`config.mk`:
```
export PLATFORM = sky130hd
export DESIGN_NAME = fixed_slot_message_fifo_core
export DESIGN_NICKNAME = d
export VERILOG_FILES = /design/src/rtl/core/fsmf_pkg.sv /design/src/rtl/core/fixed_slot_message_fifo_core.sv /design/src/rtl/core/fsmf_ram.sv /design/src/rtl/core/fsmf_front.sv /design/src/rtl/core/fsmf_cmdq.sv /design/src/rtl/core/fsmf_back.sv
export SDC_FILE = /design/constraint.sdc
export NUM_CORES = 2
export LEC_CHECK = 0
export ABC_CLOCK_PERIOD_IN_PS = 4390
export BUFFER_PORTS_ARGS = -buffer_cell sky130_fd_sc_hd__buf_2
export CORE_ASPECT_RATIO = 0.9
export CORE_MARGIN = 1
export CORE_UTILIZATION = 42
export CTS_CLUSTER_SIZE = 30
export DETAILED_ROUTE_END_ITERATION = 8
export SLEW_MARGIN = 15
export SYNTH_ARGS = -nofsm -noshare
export SYNTH_HDL_FRONTEND = slang
export SYNTH_SLANG_ARGS = --single-unit
```
`constraint.sdc`:
```
create_clock -name clk_i -period 4.39 [get_ports clk_i]
set_clock_uncertainty 0.05 [all_clocks]
set_input_delay 0.6585 -clock clk_i [delete_from_list [all_inputs] [get_ports clk_i]]
set_output_delay 0.6585 -clock clk_i [all_outputs]
set_load 0.1 [all_outputs]
```
`src/rtl/core/fsmf_pkg.sv`:
```
`timescale 1ns / 1ps
`default_nettype none
// ----------------------------------------------------------------------------
// fsmf_pkg
// shared types and constants of the fixed-slot message queue
// ----------------------------------------------------------------------------
package fsmf_pkg;

  // operation codes of an input word
  typedef enum logic [1:0] {
    OP_PUSH  = 2'd0,
    OP_POP   = 2'd1,
    OP_FLUSH = 2'd2
  } op_e;

  // status codes of a result word
  typedef enum logic [1:0] {
    ST_OK    = 2'd0,
    ST_DROP  = 2'd1,
    ST_FULL  = 2'd2,
    ST_EMPTY = 2'd3
  } status_e;

  // what the back end has to do with a queued command
  typedef enum logic {
    CMD_SINGLE = 1'b0,
    CMD_POP    = 1'b1
  } cmd_kind_e;

  // back end sequencer states
  typedef enum logic [1:0] {
    B_IDLE = 2'd0,
    B_LEN  = 2'd1,
    B_RUN  = 2'd2
  } back_state_e;

  // command passed from front to back
  typedef struct packed {
    cmd_kind_e kind;
    status_e   status;
    logic      is_empty;
    logic      is_full;
  } cmd_t;

  // fixed field widths
  localparam int SIU_W  = 4;  // slots in use register
  localparam int SLEN_W = 5;  // slot length register, message length
  localparam int CNT_W  = 4;  // stored message count
  localparam int BYTE_W = 8;

  // depth of the command queue between front and back
  localparam int QDEPTH = 2;

endpackage : fsmf_pkg
`default_nettype wire

```
`src/rtl/core/fixed_slot_message_fifo_core.sv`:
```
`timescale 1ns / 1ps
`default_nettype none
// ----------------------------------------------------------------------------
// fixed_slot_message_fifo_core
// ring of fixed-size slots holding variable-length byte messages
// ----------------------------------------------------------------------------
//  channel  direction  handshake                     payload
//  in       sink       in_valid_i / in_ready_o       operation, data_byte, last_byte
//  out      source     out_valid_o / out_ready_i     out_byte, out_last, message_length,
//                                                    status, is_empty, is_full
//  cfg      apb slave  psel, penable, pwrite, pready paddr, pwdata, prdata
//
//  push, flush and unused codes give one result word each; the front takes the
//  next word while the result waits in the output register.
//  a pop of n bytes shows its first word after the queue, the registered length
//  read and the registered byte read, then one byte per cycle while the output
//  is not stalled; input words are held off until the last byte word is loaded.
//  reset clears pointers and counts; the stores need no clearing pass.
//  a stalled output holds its word and stalls the read-out in place.
// ----------------------------------------------------------------------------
module fixed_slot_message_fifo_core #(
  parameter int SLOTS      = 8,
  parameter int SLOT_BYTES = 16
) (
  input  wire logic                                clk_i,
  input  wire logic                                rst_ni,
  // input words
  input  wire logic                                in_valid_i,
  output logic                                     in_ready_o,
  input  wire logic [1:0]                          operation_i,
  input  wire logic [fsmf_pkg::BYTE_W-1:0]         data_byte_i,
  input  wire logic                                last_byte_i,
  // result words
  output logic                                     out_valid_o,
  input  wire logic                                out_ready_i,
  output logic [fsmf_pkg::BYTE_W-1:0]              out_byte_o,
  output logic                                     out_last_o,
  output logic [fsmf_pkg::SLEN_W-1:0]              message_length_o,
  output logic [1:0]                               status_o,
  output logic                                     is_empty_o,
  output logic                                     is_full_o,
  // configuration
  input  wire logic                                psel,
  input  wire logic                                penable,
  input  wire logic                                pwrite,
  input  wire logic [2:0]                          paddr,
  input  wire logic [31:0]                         pwdata,
  output logic [31:0]                              prdata,
  output logic                                     pready
);
  import fsmf_pkg::*;

  localparam int SW = $clog2(SLOTS);
  localparam int AW = $clog2(SLOTS * SLOT_BYTES);
  localparam int SiuMax = (SLOTS > 15) ? 15 : SLOTS;
  localparam int SiuRst = (SLOTS > 8) ? 8 : SLOTS;
  localparam int SlenMax = (SLOT_BYTES > 31) ? 31 : SLOT_BYTES;
  localparam int SlenRst = (SLOT_BYTES > 16) ? 16 : SLOT_BYTES;
  localparam logic REG_SLOTS_IN_USE = 1'b0;
  localparam logic REG_SLOT_LENGTH  = 1'b1;

  logic [SIU_W-1:0]  siu_q;
  logic [SLEN_W-1:0] slen_q;
  logic [SIU_W-1:0]  siu_wr;
  logic [SLEN_W-1:0] slen_wr;
  logic              cfg_wr;

  cmd_t              f_cmd, b_cmd;
  logic [SW-1:0]     f_slot, b_slot;
  logic              q_push, q_full, q_valid, q_pop, pop_done;
  logic              bwr_en, lwr_en;
  logic [AW-1:0]     bwr_addr, brd_addr;
  logic [BYTE_W-1:0] bwr_data, brd_data;
  logic [SW-1:0]     lwr_addr, lrd_addr;
  logic [SLEN_W-1:0] lwr_data, lrd_data;

  // configuration registers, writes saturate into the legal range
  assign pready = 1'b1;
  assign cfg_wr = psel && penable && pwrite;
  assign siu_wr = (pwdata[SIU_W-1:0] == '0) ? SIU_W'(1) :
                  (pwdata[SIU_W-1:0] > SIU_W'(SiuMax)) ? SIU_W'(SiuMax) :
                  pwdata[SIU_W-1:0];
  assign slen_wr = (pwdata[SLEN_W-1:0] == '0) ? SLEN_W'(1) :
                   (pwdata[SLEN_W-1:0] > SLEN_W'(SlenMax)) ? SLEN_W'(SlenMax) :
                   pwdata[SLEN_W-1:0];

  always_ff @(posedge clk_i or negedge rst_ni) begin
    if (!rst_ni) begin
      siu_q  <= SIU_W'(SiuRst);
      slen_q <= SLEN_W'(SlenRst);
    end else if (cfg_wr) begin
      if (paddr[2] == REG_SLOTS_IN_USE) begin
        siu_q <= siu_wr;
      end else begin
        slen_q <= slen_wr;
      end
    end
  end

  // register read-back
  always_comb begin
    unique case (paddr[2])
      REG_SLOTS_IN_USE: prdata = 32'(siu_q);
      REG_SLOT_LENGTH:  prdata = 32'(slen_q);
      default:          prdata = '0;
    endcase
  end

  // front end
  fsmf_front #(
    .SLOTS      (SLOTS),
    .SLOT_BYTES (SLOT_BYTES)
  ) u_front (
    .clk_i          (clk_i),
    .rst_ni         (rst_ni),
    .in_valid_i     (in_valid_i),
    .in_ready_o     (in_ready_o),
    .operation_i    (operation_i),
    .data_byte_i    (data_byte_i),
    .last_byte_i    (last_byte_i),
    .slots_in_use_i (siu_q),
    .slot_length_i  (slen_q),
    .q_push_o       (q_push),
    .q_cmd_o        (f_cmd),
    .q_slot_o       (f_slot),
    .q_full_i       (q_full),
    .pop_done_i     (pop_done),
    .bwr_en_o       (bwr_en),
    .bwr_addr_o     (bwr_addr),
    .bwr_data_o     (bwr_data),
    .lwr_en_o       (lwr_en),
    .lwr_addr_o     (lwr_addr),
    .lwr_data_o     (lwr_data)
  );

  // command queue
  fsmf_cmdq #(
    .SLOT_W (SW)
  ) u_cmdq (
    .clk_i   (clk_i),
    .rst_ni  (rst_ni),
    .push_i  (q_push),
    .cmd_i   (f_cmd),
    .slot_i  (f_slot),
    .full_o  (q_full),
    .valid_o (q_valid),
    .cmd_o   (b_cmd),
    .slot_o  (b_slot),
    .pop_i   (q_pop)
  );

  // message bytes
  fsmf_ram #(
    .WIDTH (BYTE_W),
    .DEPTH (SLOTS * SLOT_BYTES)
  ) u_byte_ram (
    .clk_i     (clk_i),
    .wr_en_i   (bwr_en),
    .wr_addr_i (bwr_addr),
    .wr_data_i (bwr_data),
    .rd_addr_i (brd_addr),
    .rd_data_o (brd_data)
  );

  // per-slot message lengths
  fsmf_ram #(
    .WIDTH (SLEN_W),
    .DEPTH (SLOTS)
  ) u_len_ram (
    .clk_i     (clk_i),
    .wr_en_i   (lwr_en),
    .wr_addr_i (lwr_addr),
    .wr_data_i (lwr_data),
    .rd_addr_i (lrd_addr),
    .rd_data_o (lrd_data)
  );

  // back end
  fsmf_back #(
    .SLOTS      (SLOTS),
    .SLOT_BYTES (SLOT_BYTES)
  ) u_back (
    .clk_i            (clk_i),
    .rst_ni           (rst_ni),
    .q_valid_i        (q_valid),
    .q_cmd_i          (b_cmd),
    .q_slot_i         (b_slot),
    .q_pop_o          (q_pop),
    .pop_done_o       (pop_done),
    .lrd_addr_o       (lrd_addr),
    .lrd_data_i       (lrd_data),
    .brd_addr_o       (brd_addr),
    .brd_data_i       (brd_data),
    .out_valid_o      (out_valid_o),
    .out_ready_i      (out_ready_i),
    .out_byte_o       (out_byte_o),
    .out_last_o       (out_last_o),
    .message_length_o (message_length_o),
    .status_o         (status_o),
    .is_empty_o       (is_empty_o),
    .is_full_o        (is_full_o)
  );

endmodule : fixed_slot_message_fifo_core
`default_nettype wire

```
`src/rtl/core/fsmf_ram.sv`:
```
`timescale 1ns / 1ps
`default_nettype none
// ----------------------------------------------------------------------------
// fsmf_ram
// generic simple dual-port ram, one write port, one registered read port
// ----------------------------------------------------------------------------
module fsmf_ram #(
  parameter int WIDTH = 8,
  parameter int DEPTH = 16
) (
  input  wire logic                     clk_i,
  input  wire logic                     wr_en_i,
  input  wire logic [$clog2(DEPTH)-1:0] wr_addr_i,
  input  wire logic [WIDTH-1:0]         wr_data_i,
  input  wire logic [$clog2(DEPTH)-1:0] rd_addr_i,
  output logic      [WIDTH-1:0]         rd_data_o
);

  logic [WIDTH-1:0] mem_q [DEPTH];

  // write port
  always_ff @(posedge clk_i) begin
    if (wr_en_i) begin
      mem_q[wr_addr_i] <= wr_data_i;
    end
  end

  // registered read
  always_ff @(posedge clk_i) begin
    rd_data_o <= mem_q[rd_addr_i];
  end

endmodule : fsmf_ram
`default_nettype wire

```
`src/rtl/core/fsmf_front.sv`:
```
`timescale 1ns / 1ps
`default_nettype none
// ----------------------------------------------------------------------------
// fsmf_front
// accepts input words, keeps ring pointers and counts, writes the stores and
// queues one command per word for the back end
// ----------------------------------------------------------------------------
module fsmf_front #(
  parameter int SLOTS      = 8,
  parameter int SLOT_BYTES = 16
) (
  input  wire logic                                  clk_i,
  input  wire logic                                  rst_ni,
  // input words
  input  wire logic                                  in_valid_i,
  output logic                                       in_ready_o,
  input  wire logic [1:0]                            operation_i,
  input  wire logic [fsmf_pkg::BYTE_W-1:0]           data_byte_i,
  input  wire logic                                  last_byte_i,
  // configuration
  input  wire logic [fsmf_pkg::SIU_W-1:0]            slots_in_use_i,
  input  wire logic [fsmf_pkg::SLEN_W-1:0]           slot_length_i,
  // command queue
  output logic                                       q_push_o,
  output fsmf_pkg::cmd_t                             q_cmd_o,
  output logic [$clog2(SLOTS)-1:0]                   q_slot_o,
  input  wire logic                                  q_full_i,
  input  wire logic                                  pop_done_i,
  // byte store write
  output logic                                       bwr_en_o,
  output logic [$clog2(SLOTS*SLOT_BYTES)-1:0]        bwr_addr_o,
  output logic [fsmf_pkg::BYTE_W-1:0]                bwr_data_o,
  // length store write
  output logic                                       lwr_en_o,
  output logic [$clog2(SLOTS)-1:0]                   lwr_addr_o,
  output logic [fsmf_pkg::SLEN_W-1:0]                lwr_data_o
);
  import fsmf_pkg::*;

  localparam int SW = $clog2(SLOTS);
  localparam int AW = $clog2(SLOTS * SLOT_BYTES);
  localparam int CW = (SW + 1 > SIU_W) ? SW + 1 : SIU_W;
  localparam int SiuMax = (SLOTS > 15) ? 15 : SLOTS;

  logic [SW-1:0]     wr_slot_q, wr_slot_d;
  logic [SW-1:0]     rd_slot_q, rd_slot_d;
  logic [CNT_W-1:0]  cnt_q, cnt_d;
  logic [SLEN_W-1:0] fill_q, fill_d;
  logic              drop_q, drop_d;
  logic              pend_q, pend_d;
  logic              acc;
  logic              full_now;
  status_e           st;
  cmd_kind_e         kind;

  // advance a slot index, wrapping at the ring size
  function automatic logic [SW-1:0] next_slot(input logic [SW-1:0] s,
                                               input logic [SIU_W-1:0] siu);
    logic [CW-1:0] inc;
    inc = CW'(s) + CW'(1);
    return (inc >= CW'(siu)) ? '0 : inc[SW-1:0];
  endfunction

  // no new word while a popped message is still being read out
  assign in_ready_o = !q_full_i && !pend_q;
  assign acc        = in_valid_i && in_ready_o;
  assign full_now   = cnt_q >= slots_in_use_i;

  // classify the word and work out the next state
  always_comb begin
    wr_slot_d  = wr_slot_q;
    rd_slot_d  = rd_slot_q;
    cnt_d      = cnt_q;
    fill_d     = fill_q;
    drop_d     = drop_q;
    pend_d     = pend_q;
    st         = ST_OK;
    kind       = CMD_SINGLE;
    bwr_en_o   = 1'b0;
    lwr_en_o   = 1'b0;
    bwr_addr_o = AW'(wr_slot_q * SLOT_BYTES + fill_q);
    bwr_data_o = data_byte_i;
    lwr_addr_o = wr_slot_q;
    lwr_data_o = fill_q + SLEN_W'(1);
    if (pop_done_i) begin
      pend_d = 1'b0;
    end
    if (acc) begin
      case (operation_i)
        OP_PUSH: begin
          if (full_now) begin
            st = ST_FULL;
          end else if (drop_q || fill_q >= slot_length_i) begin
            st     = ST_DROP;
            drop_d = !last_byte_i;
            fill_d = '0;
          end else begin
            bwr_en_o = 1'b1;
            fill_d   = fill_q + SLEN_W'(1);
            if (last_byte_i) begin
              lwr_en_o  = 1'b1;
              wr_slot_d = next_slot(wr_slot_q, slots_in_use_i);
              cnt_d     = cnt_q + CNT_W'(1);
              fill_d    = '0;
            end
          end
        end
        OP_POP: begin
          if (cnt_q == '0) begin
            st = ST_EMPTY;
          end else begin
            kind      = CMD_POP;
            rd_slot_d = next_slot(rd_slot_q, slots_in_use_i);
            cnt_d     = cnt_q - CNT_W'(1);
            pend_d    = 1'b1;
          end
        end
        OP_FLUSH: begin
          wr_slot_d = rd_slot_q;
          cnt_d     = '0;
          fill_d    = '0;
          drop_d    = 1'b0;
        end
        default: begin
        end
      endcase
    end
  end

  // command towards the back end, flags as they stand after this word
  assign q_push_o         = acc;
  assign q_slot_o         = rd_slot_q;
  assign q_cmd_o.kind     = kind;
  assign q_cmd_o.status   = st;
  assign q_cmd_o.is_empty = (cnt_d == '0);
  assign q_cmd_o.is_full  = (cnt_d >= slots_in_use_i);

  // state registers
  always_ff @(posedge clk_i or negedge rst_ni) begin
    if (!rst_ni) begin
      wr_slot_q <= '0;
      rd_slot_q <= '0;
      cnt_q     <= '0;
      fill_q    <= '0;
      drop_q    <= 1'b0;
      pend_q    <= 1'b0;
    end else begin
      wr_slot_q <= wr_slot_d;
      rd_slot_q <= rd_slot_d;
      cnt_q     <= cnt_d;
      fill_q    <= fill_d;
      drop_q    <= drop_d;
      pend_q    <= pend_d;
    end
  end

  // checks
  a_cnt_bound: assert property (@(posedge clk_i) disable iff (!rst_ni)
    cnt_q <= CNT_W'(SiuMax))
    else $error("message count beyond ring size");

  a_pop_pend: assert property (@(posedge clk_i) disable iff (!rst_ni)
    (acc && operation_i == OP_POP && cnt_q != '0) |=> pend_q)
    else $error("pop issued without blocking further words");

endmodule : fsmf_front
`default_nettype wire

```
`src/rtl/core/fsmf_cmdq.sv`:
```
`timescale 1ns / 1ps
`default_nettype none
// ----------------------------------------------------------------------------
// fsmf_cmdq
// short command queue between front and back end
// ----------------------------------------------------------------------------
module fsmf_cmdq #(
  parameter int SLOT_W = 3
) (
  input  wire logic              clk_i,
  input  wire logic              rst_ni,
  input  wire logic              push_i,
  input  wire fsmf_pkg::cmd_t    cmd_i,
  input  wire logic [SLOT_W-1:0] slot_i,
  output logic                   full_o,
  output logic                   valid_o,
  output fsmf_pkg::cmd_t         cmd_o,
  output logic [SLOT_W-1:0]      slot_o,
  input  wire logic              pop_i
);
  import fsmf_pkg::*;

  localparam int PW = (QDEPTH > 1) ? $clog2(QDEPTH) : 1;
  localparam int NW = $clog2(QDEPTH + 1);

  cmd_t              cmd_q  [QDEPTH];
  logic [SLOT_W-1:0] slot_q [QDEPTH];
  logic [PW-1:0]     wr_ptr_q, rd_ptr_q;
  logic [NW-1:0]     cnt_q;

  assign full_o  = (cnt_q == NW'(QDEPTH));
  assign valid_o = (cnt_q != '0);
  assign cmd_o   = cmd_q[rd_ptr_q];
  assign slot_o  = slot_q[rd_ptr_q];

  // entry storage
  always_ff @(posedge clk_i) begin
    if (push_i) begin
      cmd_q[wr_ptr_q]  <= cmd_i;
      slot_q[wr_ptr_q] <= slot_i;
    end
  end

  // pointers and occupancy
  always_ff @(posedge clk_i or negedge rst_ni) begin
    if (!rst_ni) begin
      wr_ptr_q <= '0;
      rd_ptr_q <= '0;
      cnt_q    <= '0;
    end else begin
      if (push_i) begin
        wr_ptr_q <= (wr_ptr_q == PW'(QDEPTH - 1)) ? '0 : wr_ptr_q + PW'(1);
      end
      if (pop_i) begin
        rd_ptr_q <= (rd_ptr_q == PW'(QDEPTH - 1)) ? '0 : rd_ptr_q + PW'(1);
      end
      if (push_i && !pop_i) begin
        cnt_q <= cnt_q + NW'(1);
      end else if (pop_i && !push_i) begin
        cnt_q <= cnt_q - NW'(1);
      end
    end
  end

endmodule : fsmf_cmdq
`default_nettype wire

```
`src/rtl/core/fsmf_back.sv`:
```
`timescale 1ns / 1ps
`default_nettype none
// ----------------------------------------------------------------------------
// fsmf_back
// takes queued commands, reads popped messages out of the stores and drives
// the result word register
// ----------------------------------------------------------------------------
module fsmf_back #(
  parameter int SLOTS      = 8,
  parameter int SLOT_BYTES = 16
) (
  input  wire logic                                  clk_i,
  input  wire logic                                  rst_ni,
  // command queue
  input  wire logic                                  q_valid_i,
  input  wire fsmf_pkg::cmd_t                        q_cmd_i,
  input  wire logic [$clog2(SLOTS)-1:0]              q_slot_i,
  output logic                                       q_pop_o,
  output logic                                       pop_done_o,
  // store reads
  output logic [$clog2(SLOTS)-1:0]                   lrd_addr_o,
  input  wire logic [fsmf_pkg::SLEN_W-1:0]           lrd_data_i,
  output logic [$clog2(SLOTS*SLOT_BYTES)-1:0]        brd_addr_o,
  input  wire logic [fsmf_pkg::BYTE_W-1:0]           brd_data_i,
  // result words
  output logic                                       out_valid_o,
  input  wire logic                                  out_ready_i,
  output logic [fsmf_pkg::BYTE_W-1:0]                out_byte_o,
  output logic                                       out_last_o,
  output logic [fsmf_pkg::SLEN_W-1:0]                message_length_o,
  output logic [1:0]                                 status_o,
  output logic                                       is_empty_o,
  output logic                                       is_full_o
);
  import fsmf_pkg::*;

  localparam int SW = $clog2(SLOTS);
  localparam int AW = $clog2(SLOTS * SLOT_BYTES);
  localparam int LenCap = (SLOT_BYTES > 31) ? 31 : SLOT_BYTES;

  back_state_e       state_q, state_d;
  logic [SW-1:0]     slot_q, slot_d;
  logic [SLEN_W-1:0] len_q, len_d;
  logic [SLEN_W-1:0] idx_q, idx_d;
  logic              empty_q, empty_d;
  logic              full_q, full_d;
  logic [SLEN_W-1:0] off;
  logic              out_free;
  logic              run_last;
  logic              load;
  logic [BYTE_W-1:0] ld_byte;
  logic              ld_last;
  logic [SLEN_W-1:0] ld_len;
  status_e           ld_status;
  logic              ld_empty, ld_full;
  logic              out_valid_q;

  assign out_free = !out_valid_q || out_ready_i;
  assign run_last = (len_q == '0) || (idx_q + SLEN_W'(1) == len_q);

  // next state
  always_comb begin
    state_d = state_q;
    unique case (state_q)
      B_IDLE: begin
        if (q_valid_i && q_cmd_i.kind == CMD_POP) begin
          state_d = B_LEN;
        end
      end
      B_LEN: begin
        state_d = B_RUN;
      end
      B_RUN: begin
        if (out_free && run_last) begin
          state_d = B_IDLE;
        end
      end
      default: begin
        state_d = B_IDLE;
      end
    endcase
  end

  // sequencer outputs
  always_comb begin
    q_pop_o    = 1'b0;
    pop_done_o = 1'b0;
    load       = 1'b0;
    ld_byte    = '0;
    ld_last    = 1'b1;
    ld_len     = '0;
    ld_status  = ST_OK;
    ld_empty   = empty_q;
    ld_full    = full_q;
    slot_d     = slot_q;
    len_d      = len_q;
    idx_d      = idx_q;
    empty_d    = empty_q;
    full_d     = full_q;
    off        = idx_q;
    lrd_addr_o = slot_q;
    unique case (state_q)
      B_IDLE: begin
        lrd_addr_o = q_slot_i;
        if (q_valid_i) begin
          if (q_cmd_i.kind == CMD_POP) begin
            q_pop_o = 1'b1;
            slot_d  = q_slot_i;
            empty_d = q_cmd_i.is_empty;
            full_d  = q_cmd_i.is_full;
          end else if (out_free) begin
            q_pop_o   = 1'b1;
            load      = 1'b1;
            ld_status = q_cmd_i.status;
            ld_empty  = q_cmd_i.is_empty;
            ld_full   = q_cmd_i.is_full;
          end
        end
      end
      B_LEN: begin
        // length arrives, clamp it and fetch the first byte
        len_d = (lrd_data_i > SLEN_W'(LenCap)) ? SLEN_W'(LenCap) : lrd_data_i;
        idx_d = '0;
        off   = '0;
      end
      B_RUN: begin
        if (out_free) begin
          load    = 1'b1;
          ld_byte = (len_q == '0) ? '0 : brd_data_i;
          ld_last = run_last;
          ld_len  = len_q;
          if (run_last) begin
            pop_done_o = 1'b1;
          end else begin
            idx_d = idx_q + SLEN_W'(1);
            off   = idx_q + SLEN_W'(1);
          end
        end
      end
      default: begin
      end
    endcase
    brd_addr_o = AW'(slot_q * SLOT_BYTES + off);
  end

  // control registers
  always_ff @(posedge clk_i or negedge rst_ni) begin
    if (!rst_ni) begin
      state_q     <= B_IDLE;
      out_valid_q <= 1'b0;
    end else begin
      state_q <= state_d;
      if (load) begin
        out_valid_q <= 1'b1;
      end else if (out_ready_i) begin
        out_valid_q <= 1'b0;
      end
    end
  end

  // run context and result word payload
  always_ff @(posedge clk_i) begin
    slot_q  <= slot_d;
    len_q   <= len_d;
    idx_q   <= idx_d;
    empty_q <= empty_d;
    full_q  <= full_d;
    if (load) begin
      out_byte_o       <= ld_byte;
      out_last_o       <= ld_last;
      message_length_o <= ld_len;
      status_o         <= ld_status;
      is_empty_o       <= ld_empty;
      is_full_o        <= ld_full;
    end
  end

  assign out_valid_o = out_valid_q;

  // checks
  a_len_to_run: assert property (@(posedge clk_i) disable iff (!rst_ni)
    state_q == B_LEN |=> state_q == B_RUN)
    else $error("length fetch not followed by read-out");

  a_idx_range: assert property (@(posedge clk_i) disable iff (!rst_ni)
    state_q == B_RUN |-> (idx_q < len_q || len_q == '0))
    else $error("byte index past message length");

endmodule : fsmf_back
`default_nettype wire
```
==> flow_summary.json <==
{
  "fin_nets": 3791,
  "power_mw": 29.2,
  "fillers": 9551,
  "diodes": 0,
  "dieArea_mm2": 0.114,
  "core.rowCount": 116,
  "cts_setup_buffers": 0,
  "ys_seq_area_share_pct": 72.6,
  "max_slew.worst_pin.slew_ns": 1.12,
  "holdWs_ns": 0.166,
  "synthesis.area_mm2": 0.0474,
  "gp_congestion": 0.847,
  "finalCritPeriodShare_pct": 94.4,
  "final-seq-area_mm2": 0.0345,
  "syn_area_per_cell_um2": 13.6,
  "synth_cell_types": 75,
  "critPathArrivalTime_ns": 4.72,
  "synth.top_cell.area_share_pct": 70.1,
  "fmax_ghz": 0.241,
  "fin_cells": 5268,
  "yosysMostFrequentCell": "edfxtp_1",
  "drc_errors": 3,
  "yosys_register_bits": 1159,
  "port_buffers": 48,
  "clockRootBuffer": "clkbuf_16",
  "cp_max_fo": 13,
  "path_cells": "ha_1 > nor3b_1 > o21a_1 > o311ai_4 > nand3_1 > nand2_1 > nand2_1 > nand2_1 > o31ai_1 > ha_1 > buf_4 > nor3_4 > buf_4 > buf_4 > a21oi_1 > nand4_1 > o22ai_1 > nor2_1",
  "setup_slack_ns": 0.247,
  "rsz0062_at_grt": "false",
  "cts_max_level": 3,
  "post_dp_cell_area_mm2": 0.0505,
  "ys_top_cells_by_count": "edfxtp_1 (1,108), nand2_1 (818), nand3_1 (234)",
  "drtPass1Iterations": 9,
  "die-height_um": 321,
  "critPathKind": "register to register",
  "multiInputGateArea_mm2": 0.0117,
  "yosys.area.top_type": "edfxtp_1",
  "grt_max_degree": 136,
  "yosys-mux-area-fraction_pct": 3.39,
  "hp-class": "input pin to register",
  "synth_edf_count": 1108,
  "core_mm2": 0.112,
  "die_w_um": 356,
  "antenna_found_initial": 5,
  "ant_nets": 0,
  "violations": "design-rule violations",
  "grt_use_total_pct": 21.8,
  "grt_pass1_vias": 27800,
  "worstSetupStartpointType": "register",
  "final.setup.tns_ns": 0,
  "dr.first_iter.drc_count": 3272,
  "yosys.area_share.simple_pct": 12.4,
  "dp_hpwl_um": 76400,
  "synth_flop_cell": "edfxtp_1",
  "clkLatencyLatePin_ns": 0.70,
  "final_core_utilization_pct": 48.6,
  "setup_viol": 0,
  "synth_top_family_by_area": "simple AND/OR/NAND/NOR gates",
  "layout_min_cycle_time_ns": 4.14,
  "cts_buffer_depth": 3,
  "layout-drive-gt1-share_pct": 13.8,
  "slowest_stage": "nor3_4",
  "synth-xor-area-share_pct": 0.332,
  "synth_compound_area_share_pct": 7.18,
  "syn_inst": 3489,
  "maxSlewHeadroom_pct": 25.2,
  "design_area_mm2": 0.0542,
  "worstPathRequired_ns": 4.97,
  "grt_pass1_wl_um": 185000,
  "cts_buffers": 113,
  "via_count": 29600,
  "ir_drop_mv": 0.959,
  "cts_sinks": 1159,
  "area_delta_synth_final_pct": 14.3,
  "cp_slowest_stage_delay_ns": 0.67,
  "slew_viol_final": 0,
  "drv_cap": 0,
  "io_pins": 106,
  "synth_warnings": 0,
  "routedWlPerCell_um": 23.8,
  "gr-total-overflow": 0,
  "finalHoldViolCount": 0,
  "drt_wl_total_um": 125000,
  "p_leak_nw": 18.5,
  "status": "complete, but fails checks",
  "synth.area.top_cells": "edfxtp_1 (70%), nand2_1 (6.5%), mux2i_1 (2.5%)",
  "path_clk_slew_ns": 0.06,
  "placed_cells": 5061,
  "place_ws_ns": 0.271,
  "via_per_inst": 5.61,
  "p_per_area_mw_per_mm2": 538,
  "cp-end-kind": "register",
  "synth_fa_ha_area_share_pct": 0.949,
  "initial_core_util_pct": 42.5,
  "cts_tree": "yes",
  "synthArstFlopShare_pct": 2.85
}
## per-layer routing
layer	global-route usage, %	up-vias	routed length [um]
li1	-	13400	-
met1	33.2	14800	56500
met2	31.7	1179	54800
met3	3.89	174	10700
met4	6.08	2	3120
met5	0	-	13
## flip-flops by register name, indices dropped and copies added, names as in the netlist, 6 cells and up
signal and cells:
u_back.out_byte_o 8, u_cmdq.cmd_q 10, u_byte_ram.rd_data_o 8, u_len_ram.mem_q 40
u_cmdq.slot_q 6, u_byte_ram.mem_q 1024
## area by class of cell
| type | instances | area share (%) |
|---|---|---|
| tap | 1475 | 3.40 |
| sequential | 1159 | 63.6 |
| clock inverter | 67 | 1.22 |
| clock buffer | 139 | 5.60 |
| timing repair buffer | 305 | 4.44 |
| inverter | 28 | 0.245 |
| multi-input combinational | 2095 | 21.5 |
## worst max-delay path: cells and delay by family (launching register included)
| kind | cells | cell delay, ns |
|---|---|---|
| AO/OA/AOI/OAI | 5 | 0.77 |
| adder cells (fa/ha/maj) | 2 | 0.72 |
| buffers and inverters | 3 | 0.80 |
| flip-flops | 1 | 0.32 |
| AND/OR/NAND/NOR | 8 | 1.44 |
## power breakdown
group / switching (mW) / internal (mW) / total (mW)
Combinational: 4.59 / 1.96 / 6.55
Clock: 4.15 / 5.60 / 9.75
Sequential: 0.325 / 12.6 / 12.9
Total: 9.07 / 20.1 / 29.2
## timing repair
item                                    4_1_cts  5_1_grt
endpoints found under the setup margin        0        2
hold buffers                                  1        0
endpoints found under the hold margin         4        0
gates resized for setup                       0        1
## kinds of logic (layout without fill, tap and decap cells)
group,count (synthesis),count (layout)
and+or+nand+nor,1373,1373
DFF,1159,1159
AOI/OAI and AO/OA,494,494
buffers and inverters,261,539
muxes,146,146
adders and majority gates,36,36
xor gates and xnor gates,18,18
other,2,28
## final timing paths
check | cells after the start | startpoint | slack, ns | endpoint
max in group asynchronous | 2 | rst_ni | 3.21 | slen_q[2]$_DFFE_PN0P_
setup reg to reg | 18 | u_back.idx_q[0]$_DFF_P_ | 0.25 | u_byte_ram.rd_data_o[3]$_DFF_P_
min in group asynchronous | 2 | rst_ni | 0.55 | u_cmdq.cnt_q[1]$_DFFE_PN0P_
setup / recovery | 18 | u_back.idx_q[0]$_DFF_P_ | 0.25 | u_byte_ram.rd_data_o[3]$_DFF_P_
hold / removal | 2 | last_byte_i | 0.17 | u_front.drop_q$_DFFE_PN0P_
hold reg to reg | 2 | u_front.drop_q$_DFFE_PN0P_ | 0.43 | u_front.drop_q$_DFFE_PN0P_
## placed cells by master, fill, tap and decap left out, types with 35 or more instances in the layout
| cell type | instances |
|---|---|
| ha_1 | 36 |
| nand2_1 | 818 |
| and3_1 | 41 |
| mux2i_1 | 119 |
| a32oi_1 | 72 |
| a21oi_1 | 154 |
| edfxtp_1 | 1108 |
| o21ai_0 | 35 |
| clkbuf_16 | 115 |
| buf_2 | 40 |
| nand3_1 | 234 |
| a31oi_1 | 55 |
| buf_4 | 247 |
| nor2_1 | 173 |
Note: power is estimated with default switching activity, not from simulation.
